==> src/sv/sha1s_pkg.sv <==
// ----------------------------------------------------------------------------
// sha1s_pkg: shared types and constants of the SHA-1 stream hasher
// Holds the word structs of both channels, the controller state and command
// types, and the SHA-1 initial chaining value and round constants.
// ----------------------------------------------------------------------------
package sha1s_pkg;

  // Input word: one message byte plus framing flags.
  typedef struct packed {
    logic [7:0] message_byte;
    logic       byte_present;
    logic       end_of_message;
  } in_item_t;

  // Output word: one digest word with its position.
  typedef struct packed {
    logic [31:0] digest_word;
    logic [2:0]  word_index;
    logic        last_word;
  } out_item_t;

  // Source of the byte shifted into the block register.
  typedef enum logic [1:0] {
    SEL_MSG,
    SEL_PAD,
    SEL_ZERO,
    SEL_LEN
  } byte_sel_e;

  // Controller states.
  typedef enum logic [2:0] {
    ST_IDLE,
    ST_RUN,
    ST_ADD,
    ST_PAD,
    ST_LOAD
  } ctrl_state_e;

  // Commands from the controller to the datapath.
  typedef struct packed {
    logic      shift;
    byte_sel_e sel;
    logic      start;
    logic      round;
    logic      add;
    logic      load_out;
  } cmd_t;

  // Status from the datapath to the controller.
  typedef struct packed {
    logic full;
    logic ge56;
    logic round_last;
    logic out_busy;
  } status_t;

  localparam logic [159:0] SHA1_IV = {
    32'h67452301, 32'hEFCDAB89, 32'h98BADCFE, 32'h10325476, 32'hC3D2E1F0
  };

  localparam logic [31:0] K0 = 32'h5A827999;
  localparam logic [31:0] K1 = 32'h6ED9EBA1;
  localparam logic [31:0] K2 = 32'h8F1BBCDC;
  localparam logic [31:0] K3 = 32'hCA62C1D6;

  localparam logic [7:0] PAD_BYTE = 8'h80;
  localparam logic [6:0] NUM_ROUNDS_M1 = 7'd79;

endpackage

==> src/sv/sha1s_ctrl.sv <==
// ----------------------------------------------------------------------------
// sha1s_ctrl: controller of the SHA-1 stream hasher
// Sequences byte intake, padding, the 80 compression rounds, the chaining
// update and the hand-off of the digest to the output register.
// ----------------------------------------------------------------------------
module sha1s_ctrl (
  input  logic               clk_i,
  input  logic               rst_ni,
  input  logic               in_valid_i,
  input  sha1s_pkg::in_item_t in_data_i,
  output logic               in_stall_o,
  input  sha1s_pkg::status_t sts_i,
  output sha1s_pkg::cmd_t    cmd_o
);

  sha1s_pkg::ctrl_state_e state_q, state_d;
  logic pad_q, pad_d;       // padding of the current message is under way
  logic sent80_q, sent80_d; // the 0x80 marker byte has been placed
  logic extra_q, extra_d;   // the marker needs a block of its own before the length
  logic lenin_q, lenin_d;   // length bytes are in the block: next compression is final
  logic accept;

  assign accept = (state_q == sha1s_pkg::ST_IDLE) && !sts_i.full && in_valid_i;
  assign in_stall_o = !((state_q == sha1s_pkg::ST_IDLE) && !sts_i.full);

  // Control registers.
  always_ff @(posedge clk_i or negedge rst_ni) begin
    if (!rst_ni) begin
      state_q  <= sha1s_pkg::ST_IDLE;
      pad_q    <= 1'b0;
      sent80_q <= 1'b0;
      extra_q  <= 1'b0;
      lenin_q  <= 1'b0;
    end else begin
      state_q  <= state_d;
      pad_q    <= pad_d;
      sent80_q <= sent80_d;
      extra_q  <= extra_d;
      lenin_q  <= lenin_d;
    end
  end

  // Next state and padding flags.
  always_comb begin
    state_d  = state_q;
    pad_d    = pad_q;
    sent80_d = sent80_q;
    extra_d  = extra_q;
    lenin_d  = lenin_q;
    unique case (state_q)
      sha1s_pkg::ST_IDLE: begin
        if (sts_i.full) begin
          state_d = sha1s_pkg::ST_RUN;
        end else if (accept && in_data_i.end_of_message) begin
          state_d = sha1s_pkg::ST_PAD;
          pad_d   = 1'b1;
        end
      end
      sha1s_pkg::ST_RUN: begin
        if (sts_i.round_last) state_d = sha1s_pkg::ST_ADD;
      end
      sha1s_pkg::ST_ADD: begin
        if (lenin_q) begin
          state_d = sha1s_pkg::ST_LOAD;
        end else if (pad_q) begin
          state_d = sha1s_pkg::ST_PAD;
        end else begin
          state_d = sha1s_pkg::ST_IDLE;
        end
      end
      sha1s_pkg::ST_PAD: begin
        if (sts_i.full) begin
          state_d = sha1s_pkg::ST_RUN;
          extra_d = 1'b0;
        end else if (!sent80_q) begin
          sent80_d = 1'b1;
          extra_d  = sts_i.ge56;
        end else if (!extra_q && sts_i.ge56) begin
          lenin_d = 1'b1;
        end
      end
      sha1s_pkg::ST_LOAD: begin
        if (!sts_i.out_busy) begin
          state_d  = sha1s_pkg::ST_IDLE;
          pad_d    = 1'b0;
          sent80_d = 1'b0;
          extra_d  = 1'b0;
          lenin_d  = 1'b0;
        end
      end
      default: state_d = sha1s_pkg::ST_IDLE;
    endcase
  end

  // Datapath commands.
  always_comb begin
    cmd_o = '0;
    cmd_o.sel = sha1s_pkg::SEL_MSG;
    unique case (state_q)
      sha1s_pkg::ST_IDLE: begin
        cmd_o.start = sts_i.full;
        cmd_o.shift = accept && in_data_i.byte_present;
      end
      sha1s_pkg::ST_RUN: cmd_o.round = 1'b1;
      sha1s_pkg::ST_ADD: cmd_o.add = 1'b1;
      sha1s_pkg::ST_PAD: begin
        if (sts_i.full) begin
          cmd_o.start = 1'b1;
        end else begin
          cmd_o.shift = 1'b1;
          if (!sent80_q) begin
            cmd_o.sel = sha1s_pkg::SEL_PAD;
          end else if (extra_q || !sts_i.ge56) begin
            cmd_o.sel = sha1s_pkg::SEL_ZERO;
          end else begin
            cmd_o.sel = sha1s_pkg::SEL_LEN;
          end
        end
      end
      sha1s_pkg::ST_LOAD: cmd_o.load_out = !sts_i.out_busy;
      default: cmd_o = '0;
    endcase
  end

endmodule

==> src/sv/sha1s_dp.sv <==
// ----------------------------------------------------------------------------
// sha1s_dp: datapath of the SHA-1 stream hasher
// Holds the 64-byte block shift line, which doubles as the 16-word message
// schedule window, the working and chaining words, the bit count, the
// round unit and the digest output register.
// ----------------------------------------------------------------------------
module sha1s_dp (
  input  logic                 clk_i,
  input  logic                 rst_ni,
  input  logic [7:0]           message_byte_i,
  input  sha1s_pkg::cmd_t      cmd_i,
  output sha1s_pkg::status_t   sts_o,
  output logic                 out_valid_o,
  input  logic                 out_stall_i,
  output sha1s_pkg::out_item_t out_data_o
);

  logic [511:0] blk_q, blk_d;
  logic [31:0]  a_q, b_q, c_q, d_q, e_q;
  logic [31:0]  a_d, b_d, c_d, d_d, e_d;
  logic [159:0] h_q, h_d;
  logic [63:0]  bits_q, bits_d;
  logic [6:0]   fill_q, fill_d;
  logic [6:0]   round_q, round_d;
  logic [159:0] dig_q, dig_d;
  logic [2:0]   idx_q, idx_d;
  logic         ovalid_q, ovalid_d;

  logic [7:0]   in_byte;
  logic [63:0]  len_shift;
  logic [31:0]  w_new, w_tmp, fn, kc, sum;
  logic         out_take;

  // Length byte: fill 56 takes the most significant byte.
  assign len_shift = bits_q >> {~fill_q[2:0], 3'b000};

  always_comb begin
    unique case (cmd_i.sel)
      sha1s_pkg::SEL_MSG:  in_byte = message_byte_i;
      sha1s_pkg::SEL_PAD:  in_byte = sha1s_pkg::PAD_BYTE;
      sha1s_pkg::SEL_ZERO: in_byte = 8'h00;
      sha1s_pkg::SEL_LEN:  in_byte = len_shift[7:0];
      default:             in_byte = 8'h00;
    endcase
  end

  // Schedule expansion: the window's top word is W[t].
  assign w_tmp = blk_q[95:64] ^ blk_q[255:224] ^ blk_q[447:416] ^ blk_q[511:480];
  assign w_new = {w_tmp[30:0], w_tmp[31]};

  // Round function and constant by round range.
  always_comb begin
    if (round_q < 7'd20) begin
      fn = (b_q & c_q) | (~b_q & d_q);
      kc = sha1s_pkg::K0;
    end else if (round_q < 7'd40) begin
      fn = b_q ^ c_q ^ d_q;
      kc = sha1s_pkg::K1;
    end else if (round_q < 7'd60) begin
      fn = (b_q & c_q) | (b_q & d_q) | (c_q & d_q);
      kc = sha1s_pkg::K2;
    end else begin
      fn = b_q ^ c_q ^ d_q;
      kc = sha1s_pkg::K3;
    end
  end

  assign sum = {a_q[26:0], a_q[31:27]} + fn + e_q + kc + blk_q[511:480];

  assign out_take = ovalid_q && !out_stall_i;

  // Next values of the datapath registers.
  always_comb begin
    blk_d    = blk_q;
    a_d      = a_q;
    b_d      = b_q;
    c_d      = c_q;
    d_d      = d_q;
    e_d      = e_q;
    h_d      = h_q;
    bits_d   = bits_q;
    fill_d   = fill_q;
    round_d  = round_q;
    dig_d    = dig_q;
    idx_d    = idx_q;
    ovalid_d = ovalid_q;

    if (cmd_i.shift) begin
      blk_d  = {blk_q[503:0], in_byte};
      fill_d = fill_q + 7'd1;
      if (cmd_i.sel == sha1s_pkg::SEL_MSG) bits_d = bits_q + 64'd8;
    end

    if (cmd_i.start) begin
      a_d     = h_q[159:128];
      b_d     = h_q[127:96];
      c_d     = h_q[95:64];
      d_d     = h_q[63:32];
      e_d     = h_q[31:0];
      fill_d  = 7'd0;
      round_d = 7'd0;
    end

    if (cmd_i.round) begin
      a_d     = sum;
      b_d     = a_q;
      c_d     = {b_q[1:0], b_q[31:2]};
      d_d     = c_q;
      e_d     = d_q;
      blk_d   = {blk_q[479:0], w_new};
      round_d = round_q + 7'd1;
    end

    if (cmd_i.add) begin
      h_d = {h_q[159:128] + a_q, h_q[127:96] + b_q, h_q[95:64] + c_q,
             h_q[63:32] + d_q, h_q[31:0] + e_q};
    end

    // Digest words drain from the top of the output register.
    if (out_take) begin
      if (idx_q == 3'd4) begin
        ovalid_d = 1'b0;
      end else begin
        idx_d = idx_q + 3'd1;
        dig_d = {dig_q[127:0], 32'h0};
      end
    end

    if (cmd_i.load_out) begin
      dig_d    = h_q;
      idx_d    = 3'd0;
      ovalid_d = 1'b1;
      h_d      = sha1s_pkg::SHA1_IV;
      bits_d   = 64'd0;
    end
  end

  // Control and architectural state.
  always_ff @(posedge clk_i or negedge rst_ni) begin
    if (!rst_ni) begin
      h_q      <= sha1s_pkg::SHA1_IV;
      bits_q   <= 64'd0;
      fill_q   <= 7'd0;
      round_q  <= 7'd0;
      idx_q    <= 3'd0;
      ovalid_q <= 1'b0;
    end else begin
      h_q      <= h_d;
      bits_q   <= bits_d;
      fill_q   <= fill_d;
      round_q  <= round_d;
      idx_q    <= idx_d;
      ovalid_q <= ovalid_d;
    end
  end

  // Payload registers.
  always_ff @(posedge clk_i) begin
    blk_q <= blk_d;
    a_q   <= a_d;
    b_q   <= b_d;
    c_q   <= c_d;
    d_q   <= d_d;
    e_q   <= e_d;
    dig_q <= dig_d;
  end

  assign sts_o.full       = fill_q[6];
  assign sts_o.ge56       = !fill_q[6] && (fill_q[5:3] == 3'b111);
  assign sts_o.round_last = (round_q == sha1s_pkg::NUM_ROUNDS_M1);
  assign sts_o.out_busy   = ovalid_q;

  assign out_valid_o            = ovalid_q;
  assign out_data_o.digest_word = dig_q[159:128];
  assign out_data_o.word_index  = idx_q;
  assign out_data_o.last_word   = (idx_q == 3'd4);

endmodule

==> src/sv/sha1_stream_hasher.sv <==
// ----------------------------------------------------------------------------
// sha1_stream_hasher: SHA-1 digest over a byte stream
// Top level joining the controller and the datapath.
// ----------------------------------------------------------------------------
// Message bytes arrive one per word and are taken at one per cycle until
// 64 bytes are held; the block is then compressed by a single round unit
// (load, 80 rounds, chaining add) while input stalls. An end-of-message
// word starts padding, which shifts one pad byte per cycle and adds one or
// two compressions, the second when the length needs a block of its own.
// The digest then leaves as five 32-bit words, most significant first, from
// an output register; a new message may be taken in while these words drain.
module sha1_stream_hasher (
  input  logic                 clk_i,
  input  logic                 rst_ni,
  input  logic                 in_valid_i,
  output logic                 in_stall_o,
  input  sha1s_pkg::in_item_t  in_data_i,
  output logic                 out_valid_o,
  input  logic                 out_stall_i,
  output sha1s_pkg::out_item_t out_data_o
);

  sha1s_pkg::cmd_t    cmd;
  sha1s_pkg::status_t sts;

  sha1s_ctrl u_ctrl (
    .clk_i      (clk_i),
    .rst_ni     (rst_ni),
    .in_valid_i (in_valid_i),
    .in_data_i  (in_data_i),
    .in_stall_o (in_stall_o),
    .sts_i      (sts),
    .cmd_o      (cmd)
  );

  sha1s_dp u_dp (
    .clk_i          (clk_i),
    .rst_ni         (rst_ni),
    .message_byte_i (in_data_i.message_byte),
    .cmd_i          (cmd),
    .sts_o          (sts),
    .out_valid_o    (out_valid_o),
    .out_stall_i    (out_stall_i),
    .out_data_o     (out_data_o)
  );

endmodule

==> config.mk <==
export PLATFORM = sky130hd
export DESIGN_NAME = sha1_stream_hasher
export DESIGN_NICKNAME = d
export VERILOG_FILES = /design/src/sv/sha1s_pkg.sv /design/src/sv/sha1s_ctrl.sv /design/src/sv/sha1s_dp.sv /design/src/sv/sha1_stream_hasher.sv
export SDC_FILE = /design/constraint.sdc
export NUM_CORES = 2
export LEC_CHECK = 0
export BUFFER_PORTS_ARGS = -buffer_cell sky130_fd_sc_hd__buf_2
export CAP_MARGIN = 20
export CORE_MARGIN = 1
export CORE_UTILIZATION = 45
export DETAILED_ROUTE_END_ITERATION = 7
export GPL_TIMING_DRIVEN = 0
export PLACE_DENSITY = 0.63
export REMOVE_ABC_BUFFERS = 1
export SETUP_SLACK_MARGIN = 0.2
export SLEW_MARGIN = 20
export SYNTH_ARGS = -nofsm -noshare
export SYNTH_HDL_FRONTEND = slang
export SYNTH_SLANG_ARGS = --single-unit
export TNS_END_PERCENT = 1
==> constraint.sdc <==
create_clock -name clk_i -period 23.5 [get_ports clk_i]
set_clock_uncertainty 0.15 [all_clocks]
set_input_delay 3.525 -clock clk_i [delete_from_list [all_inputs] [get_ports clk_i]]
set_output_delay 3.525 -clock clk_i [all_outputs]
set_load 0.005 [all_outputs]
==> metrics.txt <==
status=finished clean; Hold Violations, Final=0; register bit count reported by yosys=approximately 1100; combinational share of power=between 1.5 and 2%; CTS Root Cell=clkbuf_16; share of cells above drive strength 1=7.71%; placed cells=slightly below 8000; Avg WL per Cell=18.6 um; critical path type=reg2reg; routed vias=roughly 43000; CTS Buf Count=approximately 120; Worst EP arrival=8.77 ns; Syn Inst Count=about 6200; Post-Syn Area=59500 um^2; post-DP HPWL=between 100000 and 150000 um; worst setup path end=u_dp.a_q[23]; Total GRT Usage=between 20% and 30%; clock-pin slew on the worst setup and hold paths=0.06 ns; initial antenna violation count=1; full die area=about 130000 um^2; HP Class=reg2reg; internal power=0.00324 W; commonest non-fill, non-tap cells in the layout=2444 x nand2_1, 832 x edfxtp_1, 275 x o21ai_0; worst flop-to-flop path startpoint=u_dp.round_q[4]; Worst setup EP type=register; slew margin rel.=between 20 and 30%; Slew Limit Fails=0; top_reg_cell synth=edfxtp_1; vias in the first global route=41688; clock share of power=47.2%; height of the die=between 300 and 400 um; Post-CTS Resized=0; RSZ-0062 raised after global routing=false; CTS tree=built; highest clock rate=between 100 and 150 MHz; Hold WS=0.356 ns; H-tree depth=3; r2r worst-path depth=25; DRT Pass-1 Iters=5; leading cell type in the layout, fill and taps excluded=nand2_1; Top Ports=52; initial drt markers=roughly 3600; hold path depth=2; antenna cells=0; peak supply drop=0.0676 mV; Max-cap violations=0; Nets=6487; Synth area leaders=edfxtp_1 42%, nand2_1 15%, dfrtp_1 7.0%; largest net degree at the start of global routing=85; Leakage=roughly 30 nW; post-synth cell types=97; register share of total power=51.0%; TNS Setup=0 ns; clk sinks=between 1000 and 1500; first-pass GRT wire length=roughly 240000 um; Clock Tree Buf Depth=3; Setup crit start kind=register; core box area=~130000 um^2; post-route ant nets=0; register area share after synthesis=a little over half; Layout Area Growth over Synthesis=11.7%; Non-Filler Instances=7984; GR Overflow Total=0; drt drc=0; Max FO, Critical Path=35; Worst EP required=between 20 and 25 ns; Clock Latency Late Sink=0.75 ns; initial core utilization=around 45%; GP Congestion=between 0.9 and 1; Worst Tran Pin Value=1.08 ns; vias per cell=5.36; Final Critical Period=approximately 8.4 ns; Post-synth EDFFs=832; Switching Fraction=roughly a fifth; largest area contributor in the netlist=edfxtp_1; Avg Synthesized Cell Area=slightly below 10 um^2; Final Setup Violations=0; fin crit share=35.9%; port bufs=~50; share of synthesized registers carrying an async set or reset=22.8%; Crit Reg-Reg Endpoint=u_dp.a_q[23]; Net Switching=around 0.00086 W; FP Rows=around 130; CP Launch Point=u_dp.round_q[4]; DRT Wirelength=~150000 um; Die W=roughly 370 um; postcts setup bufs=0; flop-to-flop setup slack=15.07 ns; Yosys warning count=0; Post-CTS Hold Buffers=0; total power per unit cell area=61.6 nW/um^2; top-area cell type share of the netlist area=around 42%
## Yosys cell counts (5+ instances only)
cell type and number:
o21a_1 24, o21bai_1 24, dfrtp_1 166, a21o_1 90
a211o_1 10, a211oi_1 26, nor2b_1 42, nand2_1 2448
nand3_1 63, nand2b_1 36, o32ai_1 20, and4_1 13
a31oi_1 22, o211ai_1 56, buf_1 20, a21oi_1 195
o31ai_1 7, mux4_2 13, a21bo_2 5, nand4_1 24
o32a_1 6, or2_2 7, buf_4 33, inv_1 213
xor2_1 127, mux2i_1 20, o21ai_1 18, o221ai_1 5
clkbuf_1 242, nand3b_1 5, ha_1 225, or3_1 19
edfxtp_1 832, dfstp_2 80, xnor2_1 196, a22o_1 7
and3_1 37, nor2_1 220, nor3_1 27, and2_1 43
fa_1 124, o21ai_0 275
## metal layers
layer	up-vias	track usage (%)	wire length, um
li1	20667	-	-
met1	20851	31.6	68100
met2	1014	35.4	68200
met3	253	3.06	6970
met4	0	7.87	5290
met5	-	0	0
## final cells by class
type	instances	area, um^2
clock inverter	57	669
tap	1755	2200
sequential	1078	31200
multi-input combinational	4568	26300
timing repair buffer	144	1890
clock buffer	168	3380
fill	11893	64800
inverter	214	813
## how the worst min path moves through the flow
stage	startpoint	end
after floorplan	u_dp.h_q[8]	u_dp.h_q[8]
after global routing	u_dp.h_q[8]	u_dp.h_q[8]
after CTS	u_dp.h_q[8]	u_dp.h_q[8]
after detailed placement	u_dp.h_q[8]	u_dp.h_q[8]
after global placement	u_dp.h_q[128]	u_dp.h_q[128]
final	u_dp.h_q[8]	u_dp.h_q[8]
## power groups by stage
stage / registers (W) / logic (W) / clock network [W]
after floorplan: 0.00213 / 0.0000334 / 0
after global placement: 0.00214 / 0.0000675 / 0
after detailed placement: 0.00213 / 0.0000768 / 0
after CTS: 0.00209 / 0.0000768 / 0.00197
after global routing: 0.00209 / 0.0000863 / 0.00204
final: 0.00209 / 0.0000745 / 0.00193
## through the flow
| step | worst slack, ns | cell area, um^2 | total power (W) | utilization (%) |
|---|---|---|---|---|
| 3_3_place_gp | -43.95 | 60700 | 0.00221 | 46.2 |
| 5_1_grt | 14.72 | 66500 | 0.00422 | 50.6 |
| 3_5_place_dp | 15.07 | 62400 | 0.00220 | 47.5 |
| 4_1_cts | 15.04 | 66500 | 0.00414 | 50.6 |
| 2_1_floorplan | -0.0129 | 58200 | 0.00217 | - |
| 6_report | 15.07 | 66500 | 0.00410 | 50.6 |
## critical path, stage by stage (launching register included)
cell,delay [ns]
dfrtp_1,0.49
a41oi_1,0.62
inv_1,0.40
nor2_1,0.55
inv_4,0.43
nand2_4,0.69
nor2_1,0.09
a211oi_1,0.42
fa_1,0.50
inv_1,0.09
fa_1,0.44
fa_1,0.51
inv_1,0.04
ha_1,0.21
inv_1,0.08
fa_1,0.22
nor2b_1,0.08
o2111ai_1,0.25
a21oi_1,0.14
or4b_1,0.55
a31o_1,0.24
a32oi_1,0.24
o21bai_1,0.15
o31ai_2,0.22
xor2_1,0.27
o21ai_1,0.09
## registers in the layout (all words and copies together) (netlist names), 3 cells and up
register	count
u_dp.dig_q	160
u_dp.c_q	32
u_dp.bits_q	61
u_dp.idx_q	3
u_dp.b_q	32
u_ctrl.state_q	3
u_dp.h_q	160
u_dp.fill_q	7
u_dp.blk_q	512
u_dp.d_q	32
u_dp.e_q	32
u_dp.a_q	32
u_dp.round_q	7
## logic make-up (layout without fill, tap and decap cells)
family,Yosys count,count (layout),share of synthesized area [%]
compound gates,848,848,9.03
xor+xnor,323,323,4.76
fa+ha+maj,349,349,8.91
buf+inv,510,583,3.43
flops,1078,1078,52.5
mux,33,33,0.829
simple gates,3015,3015,20.5
Power figures use the tool's default switching activity.
